===== src/rtl/gzc_pkg.sv =====
`timescale 1ns / 1ps

package gzc_pkg;

  // Default storage extents and ghost depth limit
  localparam int MAX_X_DEF     = 32;
  localparam int MAX_Y_DEF     = 32;
  localparam int MAX_Z_DEF     = 32;
  localparam int MAX_GHOST_DEF = 8;

  // Configuration port
  localparam int CFG_IDX_W  = 3;
  localparam int CFG_DATA_W = 6;

  localparam logic [CFG_IDX_W-1:0] REG_SIZE_X      = 3'd0;
  localparam logic [CFG_IDX_W-1:0] REG_SIZE_Y      = 3'd1;
  localparam logic [CFG_IDX_W-1:0] REG_SIZE_Z      = 3'd2;
  localparam logic [CFG_IDX_W-1:0] REG_GHOST_DEPTH = 3'd3;
  localparam logic [CFG_IDX_W-1:0] REG_SEL_ALL     = 3'd4;

  localparam logic [5:0] SIZE_RST  = 6'd32;
  localparam logic [3:0] DEPTH_RST = 4'd2;

  // Item commands
  localparam logic CMD_WRITE = 1'b0;
  localparam logic CMD_QUERY = 1'b1;

  // Zone classes
  localparam logic [2:0] CLS_UNCOVERED = 3'd0;
  localparam logic [2:0] CLS_INTERIOR  = 3'd1;
  localparam logic [2:0] CLS_GHOST     = 3'd2;
  localparam logic [2:0] CLS_EDGE      = 3'd3;
  localparam logic [2:0] CLS_NEAR      = 3'd4;

  // Axial probe directions
  localparam logic [1:0] AX_XM    = 2'd0;
  localparam logic [1:0] AX_XP    = 2'd1;
  localparam logic [1:0] AX_YM    = 2'd2;
  localparam logic [1:0] AX_YP    = 2'd3;
  localparam logic [1:0] DIR_LAST = 2'd3;

  // Beat payloads
  typedef struct packed {
    logic       command;
    logic [4:0] cell_x;
    logic [4:0] cell_y;
    logic [4:0] cell_z;
    logic       covered;
  } in_item_t;

  typedef struct packed {
    logic [2:0] zone_class;
    logic       selected;
  } out_item_t;

  // Neighbor coordinate, covers -16 .. 47
  typedef logic signed [6:0] coord_t;

  typedef enum logic [1:0] {
    PK_CENTER,
    PK_AXIAL,
    PK_DIAG
  } probe_kind_t;

  typedef enum logic [3:0] {
    S_CLEAR,
    S_IDLE,
    S_WR_RD,
    S_WR_WR,
    S_CENTER,
    S_AXIAL,
    S_DIAG,
    S_DRAIN,
    S_DONE
  } state_t;

  // Controller to datapath
  typedef struct packed {
    logic        load_item;
    logic        clear_en;
    logic        wr_rd;
    logic        wr_we;
    logic        probe_en;
    probe_kind_t probe_kind;
    logic [3:0]  probe_g;
    logic [1:0]  probe_dir;
    logic        out_load;
  } ctrl_cmd_t;

  // Datapath to controller
  typedef struct packed {
    logic       clr_last;
    logic       out_free;
    logic [3:0] depth;
  } dp_status_t;

  // Coordinate lies in [0, lim)
  function automatic logic in_range(input coord_t c, input logic [5:0] lim);
    return (c >= 7'sd0) && (c < coord_t'({1'b0, lim}));
  endfunction

endpackage


===== src/rtl/gzc_ctrl.sv =====
`timescale 1ns / 1ps

module gzc_ctrl import gzc_pkg::*; (
  input  logic       clk,
  input  logic       rst_n,
  input  logic       in_valid,
  input  logic       in_query,
  input  dp_status_t sts,
  output ctrl_cmd_t  cmd,
  output logic       in_stall
);

  state_t     state_r, state_nxt;
  logic [3:0] g_r, g_nxt;
  logic [1:0] dir_r, dir_nxt;

  // State and probe counters
  always_ff @(posedge clk) begin
    if (!rst_n) begin
      state_r <= S_CLEAR;
      g_r     <= '0;
      dir_r   <= '0;
    end else begin
      state_r <= state_nxt;
      g_r     <= g_nxt;
      dir_r   <= dir_nxt;
    end
  end

  // Next state
  always_comb begin
    state_nxt = state_r;
    g_nxt     = g_r;
    dir_nxt   = dir_r;
    case (state_r)
      S_CLEAR: begin
        if (sts.clr_last) state_nxt = S_IDLE;
      end
      S_IDLE: begin
        if (in_valid) state_nxt = in_query ? S_CENTER : S_WR_RD;
      end
      S_WR_RD: state_nxt = S_WR_WR;
      S_WR_WR: state_nxt = S_DONE;
      S_CENTER: begin
        state_nxt = S_AXIAL;
        g_nxt     = 4'd1;
        dir_nxt   = '0;
      end
      S_AXIAL: begin
        dir_nxt = dir_r + 2'd1;
        if (dir_r == DIR_LAST) begin
          if (g_r == sts.depth) begin
            state_nxt = S_DIAG;
            g_nxt     = 4'd1;
          end else begin
            g_nxt = g_r + 4'd1;
          end
        end
      end
      S_DIAG: begin
        dir_nxt = dir_r + 2'd1;
        if (dir_r == DIR_LAST) begin
          if (g_r == sts.depth) begin
            state_nxt = S_DRAIN;
          end else begin
            g_nxt = g_r + 4'd1;
          end
        end
      end
      // last probe's row is evaluated here
      S_DRAIN: state_nxt = S_DONE;
      S_DONE: begin
        if (sts.out_free) state_nxt = S_IDLE;
      end
      default: state_nxt = S_IDLE;
    endcase
  end

  // Datapath commands
  always_comb begin
    cmd      = '0;
    in_stall = (state_r != S_IDLE);
    case (state_r)
      S_CLEAR: cmd.clear_en  = 1'b1;
      S_IDLE:  cmd.load_item = in_valid;
      S_WR_RD: cmd.wr_rd     = 1'b1;
      S_WR_WR: cmd.wr_we     = 1'b1;
      S_CENTER: begin
        cmd.probe_en   = 1'b1;
        cmd.probe_kind = PK_CENTER;
      end
      S_AXIAL: begin
        cmd.probe_en   = 1'b1;
        cmd.probe_kind = PK_AXIAL;
        cmd.probe_g    = g_r;
        cmd.probe_dir  = dir_r;
      end
      S_DIAG: begin
        cmd.probe_en   = 1'b1;
        cmd.probe_kind = PK_DIAG;
        cmd.probe_g    = g_r;
        cmd.probe_dir  = dir_r;
      end
      S_DONE:  cmd.out_load = sts.out_free;
      default: ;
    endcase
  end

endmodule


===== config.mk =====
export PLATFORM = sky130hd
export DESIGN_NAME = gzc_ctrl
export DESIGN_NICKNAME = d
export VERILOG_FILES = /design/src/rtl/gzc_pkg.sv /design/src/rtl/gzc_ctrl.sv
export SDC_FILE = /design/constraint.sdc
export NUM_CORES = 1
export LEC_CHECK = 0
export BUFFER_PORTS_ARGS = -buffer_cell sky130_fd_sc_hd__buf_2
export CORE_ASPECT_RATIO = 1.1
export CORE_MARGIN = 4
export CORE_UTILIZATION = 49
export DETAILED_ROUTE_END_ITERATION = 8
export GPL_ROUTABILITY_DRIVEN = 0
export PLACE_DENSITY = 0.78
export SLEW_MARGIN = 20
export SYNTH_ARGS = -nofsm -noshare
export SYNTH_HDL_FRONTEND = slang
export SYNTH_SLANG_ARGS = --single-unit

===== constraint.sdc =====
create_clock -name clk -period 2.02 [get_ports clk]
set_clock_uncertainty 0.2 [all_clocks]
set_input_delay 0 -clock clk [delete_from_list [all_inputs] [get_ports clk]]
set_output_delay 0 -clock clk [all_outputs]
set_load 0.02 [all_outputs]

==> qor.log, run 1 <==
[placement] count of input and output buffers 24
[synth] Yosys warning total 0
[synth] sequential fraction of the synthesis area 0.2602
[final_layout] Post-Route Utilization 0.6878
[detailed_routing] count of vias placed by the detailed router 751
[final_layout] post-layout net count 133
[critical_path] worst endpoint data arrival time 1880 ps
[critical_path] count of cells along the worst register-to-register path 4
[global_route] global router's overall resource usage 0.1831
[critical_path] slowest cell delay on critical path 590 ps
[global_route] vias in the first global route 779
[critical_path] CP cell instances nor3_2 -> nand3b_1 -> a21boi_0 -> dlygate4sd3_1
[timing] unrepaired setup endpoints after global routing no
[global_route] maximum number of pins on one net before global-route repair 16
[floorplan] overall die area 0.002269 sq mm
[detailed_routing] final wirelength 1.732 mm
[floorplan] CORE AREA 0.001419 sq mm
[critical_path] Crit path required time 2030 ps
[timing] count of final max-slew check failures 0
[synth] commonest register cell after synthesis dfxtp_1
[final_layout] Antenna Cells 0
[floorplan] horizontal die dimension 45.79 um
[cts] cell at the root of the clock tree clkbuf_4
[global_route] met1 usage 0.2052
[global_route] global route total overflow 0
[timing] Hold WS 48.90 ps
[final_layout] number of fill cells 132
[timing] number of failing setup endpoints in the final timing report 0
[timing] final-report hold violation count 0
[global_route] number of antenna violations at the first check in global routing 0
[critical_path] Critical Path Fanout Max 8
[worst_hold_path] number of stages on the worst hold path 5
[cts] worst-skew pair later-pin latency 260 ps
[critical_path] Crit path buffers/inverters 1
[floorplan] Die Ht 49.56 um
[final_layout] fraction of layout cells with a size suffix above 1 0.3613
[global_route] first-pass GRT wire length 3.201 mm
[cts] CTS max path bufs 2
[timing] fin crit share 0.9281
[synth] share of synthesized registers carrying an async set or reset 0
[status] status finished clean
[worst_hold_path] start point of the worst hold path sts[5]
[cts] number of buffers added for setup after CTS 0
[synth] post-synthesis cell area 769.5 sq um
[timing] Highest Clock Rate 533.4 MHz
[detailed_routing] drc violations 0
[critical_path] largest delay contributor family on the critical path buffers and inverters
[pwr] Power per Cell Area 962.7 mW/mm^2
[synth] biggest area contributors in the synthesized netlist dfxtp_1 26%, and2_1 5.7%, xor2_1 5.7%
[critical_path] beginning of the worst register-to-register path state_r[2]
[detailed_routing] count of routing violations after the opening detailed-route iteration 13
[critical_path] reg2reg setup slack 150 ps
[cts] TritonCTS clock tree done
[critical_path] Worst Setup Path Type register to register
[critical_path] Slowest-stage cell, CP dlygate4sd3_1
[detailed_routing] via/cell ratio 5.563
[placement] dpl hpwl 1.318 mm
[synth] Syn Nets 102
[synth] synthesized instance count 90
[timing] max_slew headroom 0.7543
[placement] Post-Place Cell Area 895.9 sq um
[final_layout] synthesis-to-layout area growth 26.83%
[synth] Avg Inst Size Synth 8.550 sq um
[critical_path] CP endpoint kind register
[timing] final sum of negative setup slack 0 ps
[floorplan] starting density of the core 0.5423
[detailed_routing] final antenna-violating net count 0
[detailed_routing] average wire length per cell after detail routing 12.83 um
[synth] top-area cell type share of the netlist area 0.2602
[cts] total CTS buffers 3
[cts] clock slew at reported path FFs 60 ps
[timing] slew of the pin with the lowest slew margin 365.9 ps
[synth] count of distinct cell types in the synthesized netlist 43
[synth] Post-synth EDFFs 0
[global_route] most used routing layer in global routing met2
[cts] CTS H-tree depth 1
[final_layout] area of all placed cells without fillers 975.9 sq um
[run] number of max-cap violations 0
[detailed_routing] DRT Pass-1 Iters 4
[synth] flip-flop and latch count after synthesis 10
[cts] number of clock sinks seen by CTS 10
[global_route] fraction of met2 tracks used by global routing 0.3140
[floorplan] number of top-level pins 25
[critical_path] type of element launching the critical path register
[global_route] global routing usage on met3 0.04364
[pwr] peak supply drop 730.8 uV
[timing] crit path time final 1875 ps
[worst_hold_path] capture endpoint of the worst hold path state_r[1]
[worst_hold_path] kind of path behind the tightest hold check input pin to register
[floorplan] standard-cell row count 14
[critical_path] Critical R2R Capture state_r[3]
[synth] cell taking the most area after synthesis dfxtp_1
[pwr] total leakage power 0.4649 nW
==> cell usage after synthesis, types with 2 or more instances <==
library cell and instances:
nand3_1 2, xor2_1 5, nand3b_1 2, nor2_1 4, inv_1 5, ha_1 2
a21oi_1 4, dfxtp_1 10, nor2b_1 3, nand2_1 7, a21boi_0 3, buf_2 2
and2_1 7, o311a_1 2, a21boi_2 2, nand2b_1 2, nor3_1 2
==> power breakdown <==
group          internal, mW  switching (mW)
clock                0.0689          0.0675
combinational         0.210           0.258
sequential            0.234           0.101
total                 0.513           0.427
==> worst min-delay path, stage by stage <==
cell,delay (ps)
buf_2,70
mux2i_1,70
a21oi_1,160
or2_2,110
o31ai_1,60
==> logic make-up (layout without fill, tap and decap cells) <==
| group | count (synthesis) | after routing | synth area share |
|---|---|---|---|
| AND/OR/NAND/NOR | 41 | 41 | 0.3512 |
| adder cells (fa/ha/maj) | 2 | 2 | 0.03252 |
| flip-flops | 10 | 10 | 0.2602 |
| buffers and inverters | 9 | 38 | 0.05203 |
| AO/OA/AOI/OAI | 20 | 20 | 0.2016 |
| XOR/XNOR | 7 | 7 | 0.08944 |
| multiplexers | 1 | 1 | 0.01301 |
==> worst max path at each step <==
stage	to	slack [ps]	start	cells after the start
floorplan	g_r[2]	340	state_r[3]	6
global placement	state_r[1]	250	state_r[0]	6
detailed placement	state_r[1]	170	state_r[0]	6
CTS	state_r[3]	70	state_r[0]	4
global route	g_r[2]	20	dir_r[0]	6
finish	state_r[3]	150	state_r[2]	4
==> final cells by class <==
| cell class | instances | area (sq um) | share of cell area |
|---|---|---|---|
| Multi-Input combinational cell | 71 | 534.3 | 0.5474 |
| Sequential cell | 10 | 202.7 | 0.2077 |
| Timing Repair Buffer | 30 | 177.7 | 0.1821 |
| Clock buffer | 3 | 22.52 | 0.02308 |
| Tap cell | 16 | 20.02 | 0.02051 |
| Inverter | 5 | 18.77 | 0.01923 |
==> registers in the layout (all words and copies together), names as in the netlist <==
signal   cells
g_r          4
state_r      4
dir_r        2
==> layer usage <==
layer,wire [um],part of all wire,vias up
met5,0,0,-
met4,35,0.020,0
met3,123,0.071,4
met2,875,0.51,30
met1,697,0.40,345
li1,-,-,372
==> cell usage in the layout (no fill, tap or decap), drive strengths merged, types with 2 or more instances in the layout <==
cell type and n:
a21boi 5, a21oi 4, and2 8, buf 25, clkbuf 3, dfxtp 10
dlygate4sd3 5, ha 2, inv 5, nand2 7, nand2b 3, nand3 2
nand3b 2, nor2 5, nor2b 3, nor3 3, nor4 2, o21ai 2
o311a 2, xnor2 2, xor2 5
==> through the flow <==
step | power, mW | setup WS (ps) | std cells
after floorplan | 0.6831 | 340.0 | 90
after global placement | 0.7771 | 251.1 | 127
after detailed placement | 0.7880 | 174.2 | 127
after CTS | 0.9363 | 71.03 | 135
after global routing | 1.020 | 21.75 | 135
final | 0.9395 | 145.2 | 135
==> what timing repair did <==
item / 4_1_cts / 5_1_grt
gates resized for setup: 0 / 3
hold buffers: 5 / 0
setup endpoints to repair: 0 / 11
endpoints found under the hold margin: 10 / 0
(Power assumes the default switching activity.)
==> inputs of run 2 (changes only) <==
--- a/config.mk
+++ b/config.mk
@@ -8,10 +8,10 @@
 export BUFFER_PORTS_ARGS = -buffer_cell sky130_fd_sc_hd__buf_2
 export CORE_ASPECT_RATIO = 1.1
 export CORE_MARGIN = 4
-export CORE_UTILIZATION = 49
+export CORE_UTILIZATION = 44
 export DETAILED_ROUTE_END_ITERATION = 8
 export GPL_ROUTABILITY_DRIVEN = 0
-export PLACE_DENSITY = 0.78
+export PLACE_DENSITY = 0.74
 export SLEW_MARGIN = 20
 export SYNTH_ARGS = -nofsm -noshare
 export SYNTH_HDL_FRONTEND = slang
==> constraint.sdc (replaced) <==
create_clock -name clk -period 1.62 [get_ports clk]
set_clock_uncertainty 0.2 [all_clocks]
set_input_delay 0 -clock clk [delete_from_list [all_inputs] [get_ports clk]]
set_output_delay 0 -clock clk [all_outputs]
set_load 0.02 [all_outputs]
==> run 2 against run 1 <==
Compared with the run above:
- the flow now finishes with violations (hold timing, setup timing)
- wire length increased by 32%
- register-to-register slack got worse by 190 ps
- design area increased by 35%
- clock power increased by 69%
- power increased by 100%
- final cell count increased by 18%
- global-route usage increased by 2.0 points
- sequential cell count unchanged
- critical path depth increased by 1
- clock-buffer cell count increased by 1
- largest cell class unchanged
==> qor.log, run 2 (same netlist as run 1, synthesis figures left out) <==
[timing] fin crit share 1.031
[critical_path] count of cells along the worst register-to-register path 5
[final_layout] most common cell after layout, fill and taps aside buf_4
[final_layout] Antenna Cells 0
[critical_path] Crit path required time 1420 ps
[final_layout] synthesis-to-layout area growth 70.73%
[critical_path] Worst Setup Path Type register to output pin
[global_route] first-pass GRT wire length 3.684 mm
[global_route] maximum number of pins on one net before global-route repair 12
[detailed_routing] via/cell ratio 5.220
[critical_path] CP Depth 5
[cts] cell at the root of the clock tree clkbuf_4
[critical_path] Slowest-stage cell, CP dfxtp_2
[critical_path] CP cell instances buf_4 -> nor4b_4 -> buf_4 -> and2_1 -> buf_4
[status] status finished with violations
[worst_hold_path] kind of path behind the tightest hold check input pin to register
[timing] count of final max-slew check failures 0
[critical_path] worst endpoint data arrival time 1470 ps
[global_route] global router's overall resource usage 0.2028
[cts] clock slew at reported path FFs 70 ps
[pwr] total leakage power 0.6173 nW
[final_layout] fraction of layout cells with a size suffix above 1 0.5845
[timing] slack of the critical path -49.91 ps
[critical_path] reg2reg setup slack -40 ps
[timing] slew of the pin with the lowest slew margin 267.6 ps
[cts] number of clock sinks seen by CTS 10
[cts] CTS max path bufs 2
[floorplan] CORE AREA 0.001614 sq mm
[detailed_routing] average wire length per cell after detail routing 14.40 um
[global_route] vias in the first global route 887
[placement] count of input and output buffers 24
[global_route] global route total overflow 0
[critical_path] Critical R2R Capture state_r[0]
[detailed_routing] final antenna-violating net count 0
[critical_path] Crit path buffers/inverters 3
[critical_path] Crit. Startpoint state_r[3]
[detailed_routing] final wirelength 2.289 mm
[timing] crit path time final 1670 ps
[status] violations in the final reports hold timing, setup timing
[timing] max_slew headroom 0.8181
[global_route] number of antenna violations at the first check in global routing 0
[critical_path] endpoint of the worst setup timing path cmd[13]
[pwr] peak supply drop 1074 uV
[timing] Highest Clock Rate 598.8 MHz
[cts] TritonCTS clock tree done
[detailed_routing] count of vias placed by the detailed router 830
[final_layout] post-layout net count 155
[timing] unrepaired setup endpoints after global routing yes
[floorplan] standard-cell row count 15
[detailed_routing] drc violations 0
[critical_path] CP endpoint kind output pin
[detailed_routing] DRT Pass-1 Iters 4
[pwr] Total Power Consumption 1.895 mW
[detailed_routing] count of routing violations after the opening detailed-route iteration 14
[run] number of max-cap violations 0
[timing] Hold WS -1.718 ps
[floorplan] number of top-level pins 25
[final_layout] leading registers by flop count g_r (4), state_r (4), dir_r (2)
[critical_path] beginning of the worst register-to-register path g_r[0]
[cts] total CTS buffers 3
[timing] final-report hold violation count 1
[placement] dpl hpwl 1.576 mm
[critical_path] Most common cell on crit path buf_4
[floorplan] Die Ht 51.86 um
[critical_path] type of element launching the critical path register
[cts] CTS H-tree depth 1
[floorplan] horizontal die dimension 47.87 um
[critical_path] slowest cell delay on critical path 370 ps
[floorplan] overall die area 0.002483 sq mm
[pwr] Power per Cell Area 1442 mW/mm^2
[cts] worst-skew pair later-pin latency 260 ps
[floorplan] starting density of the core 0.4767
[timing] number of failing setup endpoints in the final timing report 13
[final_layout] most used cells in the layout excluding fill and tap cells 23 x buf_4, 20 x buf_2, 7 x and2_1
[critical_path] Critical Path Fanout Max 7
[critical_path] largest delay contributor family on the critical path buffers and inverters
run 2: cell types whose count changed in the layout (fill, tap and decap cells not counted), sizes merged:
cell         change
dlygate4sd3      -2
clkbuf           +1
buf             +24
run 2: tightest hold or removal path: stages:
cell       delay (ps)
buf_2             130
o2bb2ai_4         150
o311a_1           140
run 2: layer usage:
layer / track usage / up-vias / wire length [um]
met1: 0.2368 / 387 / 983
met5: 0 / - / 0
met4: 0.06726 / 0 / 8
met2: 0.3590 / 24 / 1194
met3: 0.03114 / 2 / 103
li1: - / 417 / -
run 2: report_power, final:
group / switching (mW) / leakage, nW / internal (mW) / total, mW
Clock: 0.0938 / 0.0210 / 0.136 / 0.230
Sequential: 0.0979 / 0.0844 / 0.305 / 0.403
Combinational: 0.559 / 0.512 / 0.703 / 1.26
Total: 0.750 / 0.617 / 1.14 / 1.89
run 2: worst min-delay path by stage:
| stage | from | to | slack, ps | cells after the start |
|---|---|---|---|---|
| after global routing | in_valid | state_r[0] | 10 | 3 |
| after CTS | sts[5] | state_r[1] | 10 | 5 |
| after floorplan | rst_n | state_r[2] | -60 | 2 |
| final | in_valid | state_r[0] | -2 | 3 |
| after global placement | in_query | state_r[2] | 90 | 3 |
| after detailed placement | in_query | state_r[2] | 80 | 3 |
run 2: layout make-up:
class / instances / area (sq um)
multi-input cells: 71 / 641.9
repair buffers: 52 / 379.1
fillers: 97 / 300.3
flip-flops and latches: 10 / 216.5
clock buffers: 4 / 36.28
well taps: 17 / 21.27
inverters: 5 / 18.77
run 2: timing repair:
action                     CTS  global route
gates resized for setup     16            18
buffers inserted             5             2
setup endpoints to repair   16            17
pin swaps                    2             7
hold buffers                 3             0
hold endpoints to repair    10             0
run 2: per-stage QoR:
stage	utilization	setup slack, ps	cell area [sq um]	cells	setup TNS [ps]
final	0.8140	-49.91	1314	159	-449.2
after global routing	0.8140	-135.6	1314	159	-1505
after CTS	0.7566	-60.95	1221	157	-465.5
after detailed placement	0.6496	-67.48	1049	145	-273.6
after global placement	0.6496	-27.35	1049	145	-53.38
after floorplan	-	9.950	799.5	90	0
==> inputs of run 3 (changes only) <==
--- a/config.mk
+++ b/config.mk
@@ -8,10 +8,11 @@
 export BUFFER_PORTS_ARGS = -buffer_cell sky130_fd_sc_hd__buf_2
 export CORE_ASPECT_RATIO = 1.1
 export CORE_MARGIN = 4
-export CORE_UTILIZATION = 44
+export CORE_UTILIZATION = 50
+export CTS_BUF_LIST = sky130_fd_sc_hd__clkbuf_8
 export DETAILED_ROUTE_END_ITERATION = 8
 export GPL_ROUTABILITY_DRIVEN = 0
-export PLACE_DENSITY = 0.74
+export PLACE_DENSITY = 0.79
 export SLEW_MARGIN = 20
 export SYNTH_ARGS = -nofsm -noshare
 export SYNTH_HDL_FRONTEND = slang
==> constraint.sdc (replaced) <==
create_clock -name clk -period 1.68 [get_ports clk]
set_clock_uncertainty 0.2 [all_clocks]
set_input_delay 0 -clock clk [delete_from_list [all_inputs] [get_ports clk]]
set_output_delay 0 -clock clk [all_outputs]
set_load 0.02 [all_outputs]
==> run 3 against run 2 <==
Compared with the run above:
- the run now ends clean
- largest power group unchanged
- hold slack better by 8.4 ps
- die area down 10%
- highest routed layer unchanged
- combinational power down 35%
- power decreased by 21%
- critical path type unchanged
==> qor.log, run 3 (same netlist as run 1, synthesis figures left out) <==
[detailed_routing] final wirelength 2.111 mm
[detailed_routing] final antenna-violating net count 0
[floorplan] starting density of the core 0.5423
[final_layout] area of the multi-input gates 598.1 sq um
[final_layout] synthesis-to-layout area growth 53.82%
[cts] clock slew at reported path FFs 50 ps
[floorplan] standard-cell row count 14
[pwr] peak supply drop 908.5 uV
[cts] total CTS buffers 3
[placement] count of input and output buffers 24
[final_layout] Antenna Cells 0
[critical_path] Worst Setup Path Type register to output pin
[final_layout] FF+latch area 214.0 sq um
[detailed_routing] count of vias placed by the detailed router 809
[timing] max_slew headroom 0.8140
[placement] Post-Place Cell Area 0.001013 sq mm
[cts] cell at the root of the clock tree clkbuf_8
[detailed_routing] drc violations 0
[critical_path] type of element launching the critical path register
[floorplan] overall die area 0.002231 sq mm
[global_route] vias in the first global route 774
[worst_hold_path] kind of path behind the tightest hold check input pin to register
[final_layout] Post-Route Utilization 0.8342
[final_layout] number of fill cells 91
[pwr] Total Power Consumption 1.501 mW
[detailed_routing] DRT Pass-1 Iters 4
[final_layout] most used cells in the layout excluding fill and tap cells 24 x buf_2, 17 x buf_4, 8 x dfxtp_2
[cts] number of clock sinks seen by CTS 10
[floorplan] horizontal die dimension 45.41 um
[timing] number of failing setup endpoints in the final timing report 0
[cts] worst-skew pair later-pin latency 240 ps
[detailed_routing] via/cell ratio 5.393
[timing] unrepaired setup endpoints after global routing yes
[critical_path] Crit. Startpoint state_r[0]
[global_route] number of antenna violations at the first check in global routing 0
[timing] slew of the pin with the lowest slew margin 277.6 ps
[pwr] total leakage power 0.5650 nW
[critical_path] Crit path required time 1480 ps
[detailed_routing] average wire length per cell after detail routing 14.07 um
[timing] final sum of negative setup slack 0 ps
[timing] Highest Clock Rate 598.2 MHz
[placement] DP Cell Count 142
[floorplan] number of top-level pins 25
[cts] CTS max path bufs 2
[timing] fin crit share 0.9951
[pwr] Power per Cell Area 1268 mW/mm^2
[cts] CTS H-tree depth 1
[timing] final-report hold violation count 0
[placement] worst setup slack after placement -40.85 ps
[floorplan] CORE AREA 0.001419 sq mm
[critical_path] beginning of the worst register-to-register path g_r[3]
[floorplan] Die Ht 49.15 um
[timing] Hold WS 6.639 ps
[final_layout] area of all placed cells without fillers 0.001184 sq mm
[critical_path] CP endpoint kind output pin
[final_layout] most common cell after layout, fill and taps aside buf_2
[global_route] global router's overall resource usage 0.2049
[final_layout] leading registers by flop count g_r (4), state_r (4), dir_r (2)
[cts] TritonCTS clock tree done
[detailed_routing] count of routing violations after the opening detailed-route iteration 15
[final_layout] post-layout net count 147
[final_layout] number of standard cells in the layout, taps in and fillers out 150
[global_route] first-pass GRT wire length 3.381 mm
[critical_path] Critical Path Fanout Max 9
[final_layout] fraction of layout cells with a size suffix above 1 0.5597
[global_route] global route total overflow 0
[placement] dpl hpwl 1.495 mm
[critical_path] worst endpoint data arrival time 1470 ps
[timing] crit path time final 1672 ps
[timing] count of final max-slew check failures 0
[worst_hold_path] start point of the worst hold path in_valid
[status] status finished clean
[run] number of max-cap violations 0
[global_route] maximum number of pins on one net before global-route repair 12
[timing] slack of the critical path 8.241 ps
[run 3: cell types whose count changed in the layout (fill, tap and decap cells not counted), sizes merged]
cell,before,now
buf,49,41
[run 3: final timing paths]
kind                 to  slack (ps)  cells after the start
min          state_r[2]           7                      5
max reg2reg  state_r[0]          30                      5
min reg2reg    dir_r[1]         360                      2
max              cmd[6]           8                      5
[run 3: worst max-delay path, stage by stage (launching register included)]
cell and delay, ps:
dfxtp_2 370, xnor2_2 290, nor2_2 100, buf_4 150
and2_2 170, buf_2 150
[run 3: repair_timing]
item / in CTS / in global routing
pin swaps: 1 / 7
hold buffers: 3 / 0
setup buffers: 1 / 0
gates resized for setup: 8 / 16
setup endpoints to repair: 14 / 12
endpoints found under the hold margin: 10 / 0
cloned: 0 / 0
[run 3: area by class of cell]
class | count | area share
Multi-Input combinational cell | 71 | 0.5053
Timing Repair Buffer | 44 | 0.2347
Sequential cell | 10 | 0.1808
Clock buffer | 4 | 0.04651
Tap cell | 16 | 0.01691
Inverter | 5 | 0.01586
[run 3: power breakdown]
group,internal (mW),switching (mW),leakage (nW)
logic,0.406,0.411,0.451
registers,0.285,0.0949,0.0856
clock network,0.206,0.0986,0.0288
total,0.897,0.604,0.565
[run 3: routing by layer]
| layer | GRT usage | vias up | share of wire | wire length (um) |
|---|---|---|---|---|
| met2 | 0.3465 | 31 | 0.54 | 1145 |
| met5 | 0 | - | 0 | 0 |
| li1 | - | 400 | - | - |
| met4 | 0.09756 | 0 | 0.021 | 44 |
| met3 | 0.04059 | 7 | 0.045 | 96 |
| met1 | 0.2333 | 371 | 0.39 | 824 |
